[config.mk]
export PLATFORM = sky130hd
export DESIGN_NAME = tuning_dial_motor_controller
export DESIGN_NICKNAME = d
export VERILOG_FILES = /design/src/design/tdmc_pkg.sv /design/src/design/tuning_dial_motor_controller.sv
export SDC_FILE = /design/constraint.sdc
export NUM_CORES = 1
export LEC_CHECK = 0
export ABC_CLOCK_PERIOD_IN_PS = 3200
export CORE_MARGIN = 10
export CORE_UTILIZATION = 45
export CTS_CLUSTER_DIAMETER = 30
export CTS_CLUSTER_SIZE = 16
export DETAILED_ROUTE_END_ITERATION = 6
export DONT_BUFFER_PORTS = 1
export PLACE_DENSITY = 0.71
export SLEW_MARGIN = 25
export SYNTH_ARGS = -nofsm -noshare
export SYNTH_HDL_FRONTEND = slang
export SYNTH_SLANG_ARGS = --single-unit
[constraint.sdc]
create_clock -name clk_i -period 3.2 [get_ports clk_i]
set_input_delay 0.64 -clock clk_i [delete_from_list [all_inputs] [get_ports clk_i]]
set_output_delay 0.64 -clock clk_i [all_outputs]
set_load 0.01 [all_outputs]
[src/design/tdmc_pkg.sv]
// Package for the tuning dial motor controller.
// Holds state codes, command codes, relay bit positions and the default limit.
// No dependencies.
`timescale 1ns / 1ps
`default_nettype none

package tdmc_pkg;

  localparam int unsigned StateW   = 3;
  localparam int unsigned CmdW     = 4;
  localparam int unsigned TimeW    = 16;
  localparam int unsigned RelayW   = 3;

  // Dial states
  localparam logic [StateW-1:0] ST_WAIT        = 3'd0;
  localparam logic [StateW-1:0] ST_SLOW_LEFT   = 3'd1;
  localparam logic [StateW-1:0] ST_SLOW_RIGHT  = 3'd2;
  localparam logic [StateW-1:0] ST_FAST_LEFT   = 3'd3;
  localparam logic [StateW-1:0] ST_FAST_RIGHT  = 3'd4;
  localparam logic [StateW-1:0] ST_LEAVE_LEFT  = 3'd5;
  localparam logic [StateW-1:0] ST_LEAVE_RIGHT = 3'd6;
  localparam logic [StateW-1:0] ST_ACTIVE      = 3'd7;

  // Remote commands
  localparam logic [CmdW-1:0] CMD_FASTLEFT    = 4'd0;
  localparam logic [CmdW-1:0] CMD_FASTRIGHT   = 4'd1;
  localparam logic [CmdW-1:0] CMD_LEFT        = 4'd2;
  localparam logic [CmdW-1:0] CMD_RIGHT       = 4'd3;
  localparam logic [CmdW-1:0] CMD_SEARCHLEFT  = 4'd4;
  localparam logic [CmdW-1:0] CMD_SEARCHRIGHT = 4'd5;
  localparam logic [CmdW-1:0] CMD_INACTIVE    = 4'd6;
  localparam logic [CmdW-1:0] CMD_ACTIVE      = 4'd7;
  localparam logic [CmdW-1:0] CMD_STOP        = 4'd8;

  // Request kinds
  localparam logic REQ_COMMAND = 1'b0;
  localparam logic REQ_TIMER   = 1'b1;

  // Relay pattern: bit 0 left, bit 1 right, bit 2 fast
  typedef struct packed {
    logic fast;
    logic right;
    logic left;
  } relay_t;

  localparam relay_t RELAYS_OFF = '{fast: 1'b0, right: 1'b0, left: 1'b0};

  localparam logic [TimeW-1:0] DEFAULT_LIMIT_MS = 16'd30000;

  // Relay pattern set on entering a move or search-leave state.
  function automatic relay_t relays_for_state(input logic [StateW-1:0] st);
    relay_t r;
    r = RELAYS_OFF;
    unique case (st)
      ST_SLOW_LEFT:   r.left = 1'b1;
      ST_SLOW_RIGHT:  r.right = 1'b1;
      ST_FAST_LEFT:   begin
        r.left = 1'b1;
        r.fast = 1'b1;
      end
      ST_FAST_RIGHT:  begin
        r.right = 1'b1;
        r.fast  = 1'b1;
      end
      ST_LEAVE_LEFT:  r.left = 1'b1;
      ST_LEAVE_RIGHT: r.right = 1'b1;
      default:        r = RELAYS_OFF;
    endcase
    return r;
  endfunction

endpackage

`default_nettype wire

[src/design/tuning_dial_motor_controller.sv]
// Tuning dial motor controller: eight-state dial FSM with relay outputs.
// Depends on tdmc_pkg for state and command codes and relay patterns.
// Output: a result is registered and appears in the cycle after its transaction is accepted.
// Throughput: one transaction per cycle while the result sink does not stall; the single FSM update and the
// 16-bit clamp compare fit between the state registers and the result register.
// Reset: asynchronous, active low; dial goes to wait, relays off,
// movement limit back to 30000 ms, result register empty.
`timescale 1ns / 1ps
`default_nettype none

module tuning_dial_motor_controller (
  input  wire                          clk_i,
  input  wire                          rst_ni,
  // configuration
  input  wire                          cfg_we_i,
  input  wire [tdmc_pkg::TimeW-1:0]    cfg_wdata_i,
  // request channel
  input  wire                          in_valid_i,
  output logic                         in_stall_o,
  input  wire                          req_type_i,
  input  wire [tdmc_pkg::CmdW-1:0]     command_i,
  input  wire [tdmc_pkg::TimeW-1:0]    request_time_ms_i,
  // result channel
  output logic                         out_valid_o,
  input  wire                          out_stall_i,
  output logic                         relay_left_o,
  output logic                         relay_right_o,
  output logic                         relay_fast_o,
  output logic [tdmc_pkg::StateW-1:0]  state_code_o,
  output logic [tdmc_pkg::TimeW-1:0]   timeout_ms_o,
  output logic                         timeout_valid_o
);

  import tdmc_pkg::*;

  logic [TimeW-1:0]  limit_q;
  logic [StateW-1:0] state_q, state_d;
  relay_t            relay_q, relay_d;

  logic              out_valid_q;
  relay_t            out_relay_q;
  logic [StateW-1:0] out_state_q;
  logic [TimeW-1:0]  out_timeout_q, timeout_d;
  logic              out_tvalid_q;

  logic              in_accept;
  logic              out_accept;
  logic [TimeW-1:0]  req_clamped;
  logic              use_time;

  // Stall input only while a finished result waits and the sink stalls.
  assign in_stall_o = out_valid_q & out_stall_i;
  assign in_accept  = in_valid_i & ~in_stall_o;
  assign out_accept = out_valid_q & ~out_stall_i;

  // Clamp the requested time to the movement limit.
  assign req_clamped = (request_time_ms_i > limit_q) ? limit_q : request_time_ms_i;

  // Next state, relays and timeout for one transaction.
  always_comb begin
    state_d  = state_q;
    relay_d  = relay_q;
    use_time = 1'b0;

    if (req_type_i == REQ_TIMER) begin
      // timer expiry stops the dial from any state
      state_d = ST_WAIT;
      relay_d = RELAYS_OFF;
    end else if (command_i == CMD_STOP) begin
      state_d = ST_WAIT;
      relay_d = RELAYS_OFF;
    end else begin
      unique case (state_q) inside
        ST_WAIT: begin
          unique case (command_i)
            CMD_FASTLEFT:    begin state_d = ST_FAST_LEFT;   use_time = 1'b1; end
            CMD_FASTRIGHT:   begin state_d = ST_FAST_RIGHT;  use_time = 1'b1; end
            CMD_LEFT:        begin state_d = ST_SLOW_LEFT;   use_time = 1'b1; end
            CMD_RIGHT:       begin state_d = ST_SLOW_RIGHT;  use_time = 1'b1; end
            CMD_SEARCHLEFT:  begin state_d = ST_LEAVE_LEFT;  use_time = 1'b1; end
            CMD_SEARCHRIGHT: begin state_d = ST_LEAVE_RIGHT; use_time = 1'b1; end
            default:         state_d = state_q;
          endcase
          if (use_time) begin
            relay_d = relays_for_state(state_d);
          end
        end
        ST_SLOW_LEFT, ST_SLOW_RIGHT, ST_FAST_LEFT, ST_FAST_RIGHT: begin
          // a running move may turn into a search
          if (command_i == CMD_SEARCHLEFT) begin
            state_d  = ST_LEAVE_LEFT;
            relay_d  = relays_for_state(ST_LEAVE_LEFT);
            use_time = 1'b1;
          end else if (command_i == CMD_SEARCHRIGHT) begin
            state_d  = ST_LEAVE_RIGHT;
            relay_d  = relays_for_state(ST_LEAVE_RIGHT);
            use_time = 1'b1;
          end
        end
        ST_LEAVE_LEFT, ST_LEAVE_RIGHT: begin
          // station left behind: keep the leave relays, report full limit
          if (command_i == CMD_INACTIVE) begin
            state_d = ST_ACTIVE;
          end
        end
        ST_ACTIVE: begin
          // station found: stop the dial
          if (command_i == CMD_ACTIVE) begin
            state_d = ST_WAIT;
            relay_d = RELAYS_OFF;
          end
        end
        default: begin
          state_d = state_q;
        end
      endcase
    end

    if (req_type_i == REQ_TIMER) begin
      timeout_d = '0;
    end else if (use_time) begin
      timeout_d = req_clamped;
    end else begin
      timeout_d = limit_q;
    end
  end

  // Movement limit register.
  always_ff @(posedge clk_i or negedge rst_ni) begin
    if (!rst_ni) begin
      limit_q <= DEFAULT_LIMIT_MS;
    end else if (cfg_we_i) begin
      limit_q <= cfg_wdata_i;
    end
  end

  // Dial state and relays advance on each accepted transaction.
  always_ff @(posedge clk_i or negedge rst_ni) begin
    if (!rst_ni) begin
      state_q <= ST_WAIT;
      relay_q <= RELAYS_OFF;
    end else if (in_accept) begin
      state_q <= state_d;
      relay_q <= relay_d;
    end
  end

  // Result register valid.
  always_ff @(posedge clk_i or negedge rst_ni) begin
    if (!rst_ni) begin
      out_valid_q <= 1'b0;
    end else if (in_accept) begin
      out_valid_q <= 1'b1;
    end else if (out_accept) begin
      out_valid_q <= 1'b0;
    end
  end

  // Result payload; hold while stalled.
  always_ff @(posedge clk_i) begin
    if (in_accept) begin
      out_relay_q   <= relay_d;
      out_state_q   <= state_d;
      out_timeout_q <= timeout_d;
      out_tvalid_q  <= (req_type_i == REQ_COMMAND);
    end
  end

  assign out_valid_o     = out_valid_q;
  assign relay_left_o    = out_relay_q.left;
  assign relay_right_o   = out_relay_q.right;
  assign relay_fast_o    = out_relay_q.fast;
  assign state_code_o    = out_state_q;
  assign timeout_ms_o    = out_timeout_q;
  assign timeout_valid_o = out_tvalid_q;

  // The dial never drives left and right together.
  assert property (@(posedge clk_i) disable iff (!rst_ni)
    !(relay_q.left && relay_q.right))
    else $error("left and right relays both on");

  // Wait state always has all relays off.
  assert property (@(posedge clk_i) disable iff (!rst_ni)
    (state_q == ST_WAIT) |-> (relay_q == RELAYS_OFF))
    else $error("relays on in wait state");

  // A timer transaction stops the dial and yields a zero, invalid timeout.
  assert property (@(posedge clk_i) disable iff (!rst_ni)
    (in_accept && req_type_i == REQ_TIMER) |=>
      (state_q == ST_WAIT && out_valid_q && !out_tvalid_q && out_timeout_q == '0))
    else $error("timer transaction did not stop the dial");

  // Result register mirrors the live state after each accepted transaction.
  assert property (@(posedge clk_i) disable iff (!rst_ni)
    in_accept |=> (out_state_q == state_q && out_relay_q == relay_q))
    else $error("result register out of step with dial state");

endmodule

`default_nettype wire
==> results_dict.tcl, run 1 <==
set metrics [dict create \
    remaining_drc_errors 0 \
    cp.required_ns 3.31 \
    clk_pin_slew_ns 0.08 \
    gr-total-overflow 0 \
    max-clock-path-buffers 2 \
    hold_viol 0 \
    async_reset_ff_share_pct 50.0 \
    finalSetupViolCount 0 \
    syn-num-nets 406 \
    pwr-share-clk_pct 27.3 \
    n_antenna_cell 0 \
    synth_edf_count 23 \
    h-tree-depth 2 \
    design_area_um2 3250 \
    ys_warn_count 0 \
    r2r-start "limit_q[14]$_DFFE_PN1P_" \
    area_growth_pct 3.30 \
    clock-sinks 46 \
    synth-main-ff-cell "edfxtp_1" \
    syn_inst 348 \
    vias 2653 \
    die_h_um 104 \
    finalMaxSlewViolations 0 \
    synth.area.top_cells "edfxtp_1 22%, dfrtp_1 13%, ha_1 6.4%, dfstp_2 5.8%, nand4_1 4.2%" \
    numCtsBuffers 5 \
    synthesis.area_um2 3150 \
    syn_avg_cell_area_um2 9.04 \
    hold_slack_ns 0.0229 \
    vias_per_cell 6.24 \
    hold_path_class "in -> async" \
    hold_buffers 0 \
    clock.fmax_mhz 374 \
    cts_setup_buffers 0 \
    place_congestion 0.915 \
    crit_arrival_ns 2.79 \
    core_um2 6790 \
    p_sw_share_pct 29.8 \
    synthMostInstantiatedCell "nand2_1" \
    grt_pass1_wl_um 13000 \
    avgRoutedWirePerCell_um 18.8 \
    p_comb_share_pct 21.2 \
    post-route-period-util_pct 83.6 \
    layout.nets 386 \
    grt_pass1_vias 2354 \
    reg2regPathDepth 7 \
    num_io_pins 67 \
    drt_wl_total_um 7990 \
    first_pass_iters 4 \
    ant_nets 0 \
    rows 30 \
    ys_types 52 \
    yosys.area.top_type "edfxtp_1" \
    yosysSeqAreaShare_pct 40.5 \
    critPathMaxFanout 15 \
    cts-resized-gates 0 \
    synth_seq_cells 46 \
    drt_iter0_markers 253 \
    critPathLaunchType "flop" \
    cp-end-kind "flop" \
    hpwl_um 5870 \
    grt_max_degree 47 \
    p_seq_share_pct 51.5 \
    worst-setup-path-type "reg -> reg" \
    synth_common_cells "28 x nand2_1, 24 x o21ai_0, 23 x edfxtp_1" \
    period_needed_ns 2.67 \
    leakagePower_nw 1.22 \
    root_buffer "clkbuf_8" \
    die_w_um 104 \
    outcome "finished, final reports clean" \
    switchingPower_uw 432 \
    cellInternalPower_mw 1.02 \
    final.setup.tns_ns 0 \
    grt.total_usage_pct 14.4 \
    maxCapViolations 0 \
    io_buffers 0 \
    dpl_cell_area_um2 3150 \
    rsz0062_at_grt "false" \
    post_route_cells_drive_above_1_share_pct 8.21 \
    power_density_nw_per_um2 446 \
    insertion_delay_ns 0.30 \
    antenna_found_initial 0 \
    initial_core_util_pct 46.3 \
    ir_drop_uv 155 \
    cts_tree "yes" \
    rrSetupSlack_ns 0.53 \
    synth_top_area_share_pct 21.9 \
    max_slew_margin_pct 38.6 \
    worst_pin_slew_ns 0.921 \
    finClkSkew_ns 0.0111 \
    design.die.area_um2 10700 \
    r2r_end "timeout_ms_o[2]$_SDFFCE_PP0P_" \
]
[metal layers]
layer / GRT usage (%) / vias up / share of wire, %
met1: 20.4 / 1253 / 47
li1: - / 1283 / -
met4: 3.53 / 0 / 0.71
met5: 0 / - / 0
met2: 19.5 / 112 / 42
met3: 5.76 / 5 / 10
[sequential cells by signal, summed over array words and instances (netlist names)]
signal,cells
limit_q,16
timeout_ms_o,16
relay_q,3
state_code_o,3
state_q,3
out_valid_o,1
relay_fast_o,1
relay_left_o,1
relay_right_o,1
timeout_valid_o,1
[placed cells by master (no fill, tap or decap), types with 16 or more instances in the layout]
master     n
o21ai_0   24
nand4_1   21
o31ai_1   17
nor3_1    17
dfrtp_1   16
or3_1     16
nand3_1   19
inv_1     22
edfxtp_1  23
ha_1      16
nand2_1   28
[worst max path at each step]
stage,start,to,slack [ns],cells after the start
2_1_floorplan,request_time_ms_i[6],timeout_ms_o[10]$_SDFFCE_PP0P_,0.84,7
3_3_place_gp,request_time_ms_i[6],timeout_ms_o[8]$_SDFFCE_PP0P_,0.58,6
3_5_place_dp,request_time_ms_i[6],timeout_ms_o[1]$_SDFFCE_PP0P_,0.52,6
4_1_cts,limit_q[14]$_DFFE_PN1P_,timeout_ms_o[1]$_SDFFCE_PP0P_,0.53,6
5_1_grt,limit_q[14]$_DFFE_PN1P_,timeout_ms_o[1]$_SDFFCE_PP0P_,0.22,7
6_report,limit_q[14]$_DFFE_PN1P_,timeout_ms_o[2]$_SDFFCE_PP0P_,0.53,7
[critical path: stages, from the launching register on]
cell and delay (ns):
dfstp_2 0.52, inv_1 0.09, ha_1 0.33, a21oi_1 0.15
a21boi_0 0.14, a211oi_1 0.30, nand3_1 0.54, o2111ai_1 0.40
[power groups by stage]
stage	clock [mW]	combinational, mW	sequential [mW]
6_report	0.395	0.307	0.747
5_1_grt	0.429	0.347	0.755
2_1_floorplan	0	0.276	0.738
3_5_place_dp	0	0.303	0.760
3_3_place_gp	0	0.295	0.759
4_1_cts	0.407	0.304	0.748
[layout make-up]
type,instances,area (um^2)
multi-input cells,249,1640
fillers,651,3540
repair buffers,3,22.5
flip-flops and latches,46,1270
well taps,96,120
inverters,23,86.3
clock buffers,8,103
[kinds of logic after synthesis]
kind of cell	after synthesis	synth area share, %
compound gates	96	21.2
xor+xnor	1	0.278
fa+ha+maj	16	6.36
buf+inv	53	7.32
flops	46	40.5
mux	3	1.03
simple gates	133	23.3
[stage by stage]
step	std cells	util [%]	setup slack, ns	power, mW
global route	425	47.8	0.222	1.53
global placement	417	46.3	0.578	1.05
floorplan	348	-	0.837	1.01
detailed placement	417	46.3	0.521	1.06
finish	425	47.8	0.526	1.45
CTS	425	47.8	0.534	1.46
Note: power is estimated with default switching activity, not from simulation.
==> run 2, diff against run 1 <==
ABC_AREA = 1   (was default)
ABC_CLOCK_PERIOD_IN_PS = 2600   (was 3200)
clock period = 2.6 ns   (was 3.2 ns; I/O delays follow)
==> results_dict.tcl, run 2 <==
set metrics [dict create \
    outcome "finished, final reports clean" \
    yosys.area.top_type "edfxtp_1" \
    grt_max_degree 33 \
    cts-resized-gates 0 \
    cp.required_ns 2.65 \
    clk_pin_slew_ns 0.09 \
    cts_tree "yes" \
    syn-num-nets 396 \
    synthesis.area_um2 2750 \
    io_buffers 0 \
    synth_common_cells "84 x nand2_1, 52 x inv_1, 29 x nor2_1" \
    reg2regPathDepth 10 \
    n_antenna_cell 0 \
    path_buf_inv 2 \
    finalPower_mw 1.77 \
    r2r_end "timeout_ms_o[5]$_SDFFCE_PP0P_" \
    fill_cells 563 \
    cpPeakStageDelay_ns 0.54 \
    power_density_nw_per_um2 609 \
    vias 2162 \
    worst_pin_slew_ns 0.870 \
    path_common_cell "nand2_1" \
    max_slew_margin_pct 41.8 \
    layout_commonest_cell "nand2_1" \
    rrSetupSlack_ns 0.43 \
    die_w_um 98.2 \
    hold_path_class "in -> async" \
    finalSetupViolCount 0 \
    clock.fmax_mhz 460 \
    critPathLaunchType "flop" \
    path_cells "inv_1 > ha_1 > nand2_1 > nor3_1 > nand3_1 > nand2_1 > buf_4 > nand3_1 > nand2_1 > nor2_1" \
    grt_pass1_vias 2102 \
    final_cell_mix "84 x nand2_1, 52 x inv_1, 28 x nor2_1, 28 x nand3_1, 25 x a21oi_1" \
    rsz0062_at_grt "false" \
    yosysSeqAreaShare_pct 46.4 \
    grt_pass1_wl_um 10500 \
    crit_arrival_ns 2.22 \
    area_growth_pct 5.64 \
    leakagePower_nw 1.39 \
    hold_viol 0 \
    avgRoutedWirePerCell_um 15.0 \
    first_pass_iters 4 \
    grt.total_usage_pct 13.0 \
    drt_iter0_markers 61 \
    syn_avg_cell_area_um2 8.14 \
    root_buffer "clkbuf_8" \
    remaining_drc_errors 0 \
    crit_family "simple AND/OR/NAND/NOR gates" \
    synth-main-ff-cell "edfxtp_1" \
    h-tree-depth 2 \
    numCtsBuffers 5 \
    rows 28 \
    post-route-period-util_pct 83.6 \
    core_um2 5920 \
    vias_per_cell 5.18 \
    synthMostInstantiatedCell "nand2_1" \
    num_io_pins 67 \
    cts_setup_buffers 0 \
    insertion_delay_ns 0.29 \
    synth_seq_cells 46 \
    ant_nets 0 \
    maxCapViolations 0 \
    die_h_um 98.2 \
    hold_slack_ns 0.0583 \
    period_needed_ns 2.17 \
    ir_drop_uv 399 \
    async_reset_ff_share_pct 50.0 \
    post_route_cells_drive_above_1_share_pct 9.94 \
    layout.nets 399 \
    drt_wl_total_um 6270 \
    ys_types 31 \
    synth.area.top_cells "edfxtp_1 25%, dfrtp_1 15%, nand2_1 11%, ha_1 7.3%, inv_1 7.1%" \
    place_congestion 0.859 \
    r2r-start "limit_q[13]$_DFFE_PN1P_" \
    finalMaxSlewViolations 0 \
    crit_slowest_cell "dfstp_2" \
    final.setup.tns_ns 0 \
    synth_edf_count 23 \
    finClkSkew_ns 0.00926 \
    antenna_found_initial 0 \
    syn_inst 338 \
    clock-sinks 46 \
    initial_core_util_pct 46.4 \
    max-clock-path-buffers 2 \
    critPathMaxFanout 19 \
    ys_warn_count 0 \
    gr-total-overflow 0 \
    design.die.area_um2 9640 \
    hpwl_um 4760 \
    cp-end-kind "flop" \
    synth_top_area_share_pct 25.1 \
    worst-setup-path-type "reg -> reg" \
]
run 2: kinds of logic after synthesis:
family,synth area share (%)
DFF,46.4
muxes,0.409
adders and majority gates,7.28
buffers and inverters,10.1
AOI/OAI and AO/OA,12.0
and+or+nand+nor,23.9
run 2: final cells by class:
class	count	area, um^2	share of cell area (%)
well taps	75	93.8	3.23
repair buffers	6	47.5	1.64
inverters	54	203	6.98
clock buffers	5	68.8	2.37
clock inverters	3	16.3	0.560
multi-input cells	228	1200	41.3
flip-flops and latches	46	1270	43.9
run 2: through the flow:
step,worst slack (ns),std cells,utilization [%],area [um^2]
2_1_floorplan,0.149,338,-,2750
3_3_place_gp,0.508,408,47.5,2810
3_5_place_dp,0.454,408,47.5,2810
4_1_cts,0.432,417,49.1,2910
5_1_grt,0.232,417,49.1,2910
6_report,0.427,417,49.1,2910
run 2: worst max-delay path by stage:
stage / startpoint / endpoint / depth (start not counted)
6_report: limit_q[13]$_DFFE_PN1P_ / timeout_ms_o[5]$_SDFFCE_PP0P_ / 10
4_1_cts: limit_q[13]$_DFFE_PN1P_ / timeout_ms_o[14]$_SDFFCE_PP0P_ / 10
3_3_place_gp: limit_q[14]$_DFFE_PN1P_ / timeout_ms_o[7]$_SDFFCE_PP0P_ / 10
5_1_grt: limit_q[13]$_DFFE_PN1P_ / timeout_ms_o[5]$_SDFFCE_PP0P_ / 10
2_1_floorplan: out_stall_i / state_q[0]$_DFFE_PN0P_ / 6
3_5_place_dp: limit_q[13]$_DFFE_PN1P_ / timeout_ms_o[14]$_SDFFCE_PP0P_ / 10
run 2: power breakdown:
part,total (mW),switching [mW],internal [mW]
sequential,0.920,0.0652,0.855
combinational,0.428,0.275,0.152
clock,0.421,0.237,0.184
run 2: layer usage:
layer,routed length (um),up-vias,part of all wire [%],track usage (%)
li1,-,1105,-,-
met1,2730,980,44,15.6
met5,0,-,0,0
met4,78,0,1.2,2.87
met3,572,7,9.1,5.57
met2,2890,70,46,21.1
run 2: timing repair:
item	4_1_cts	5_1_grt
hold buffers	1	0
endpoints found under the hold margin	16	0
endpoints found under the setup margin	0	0
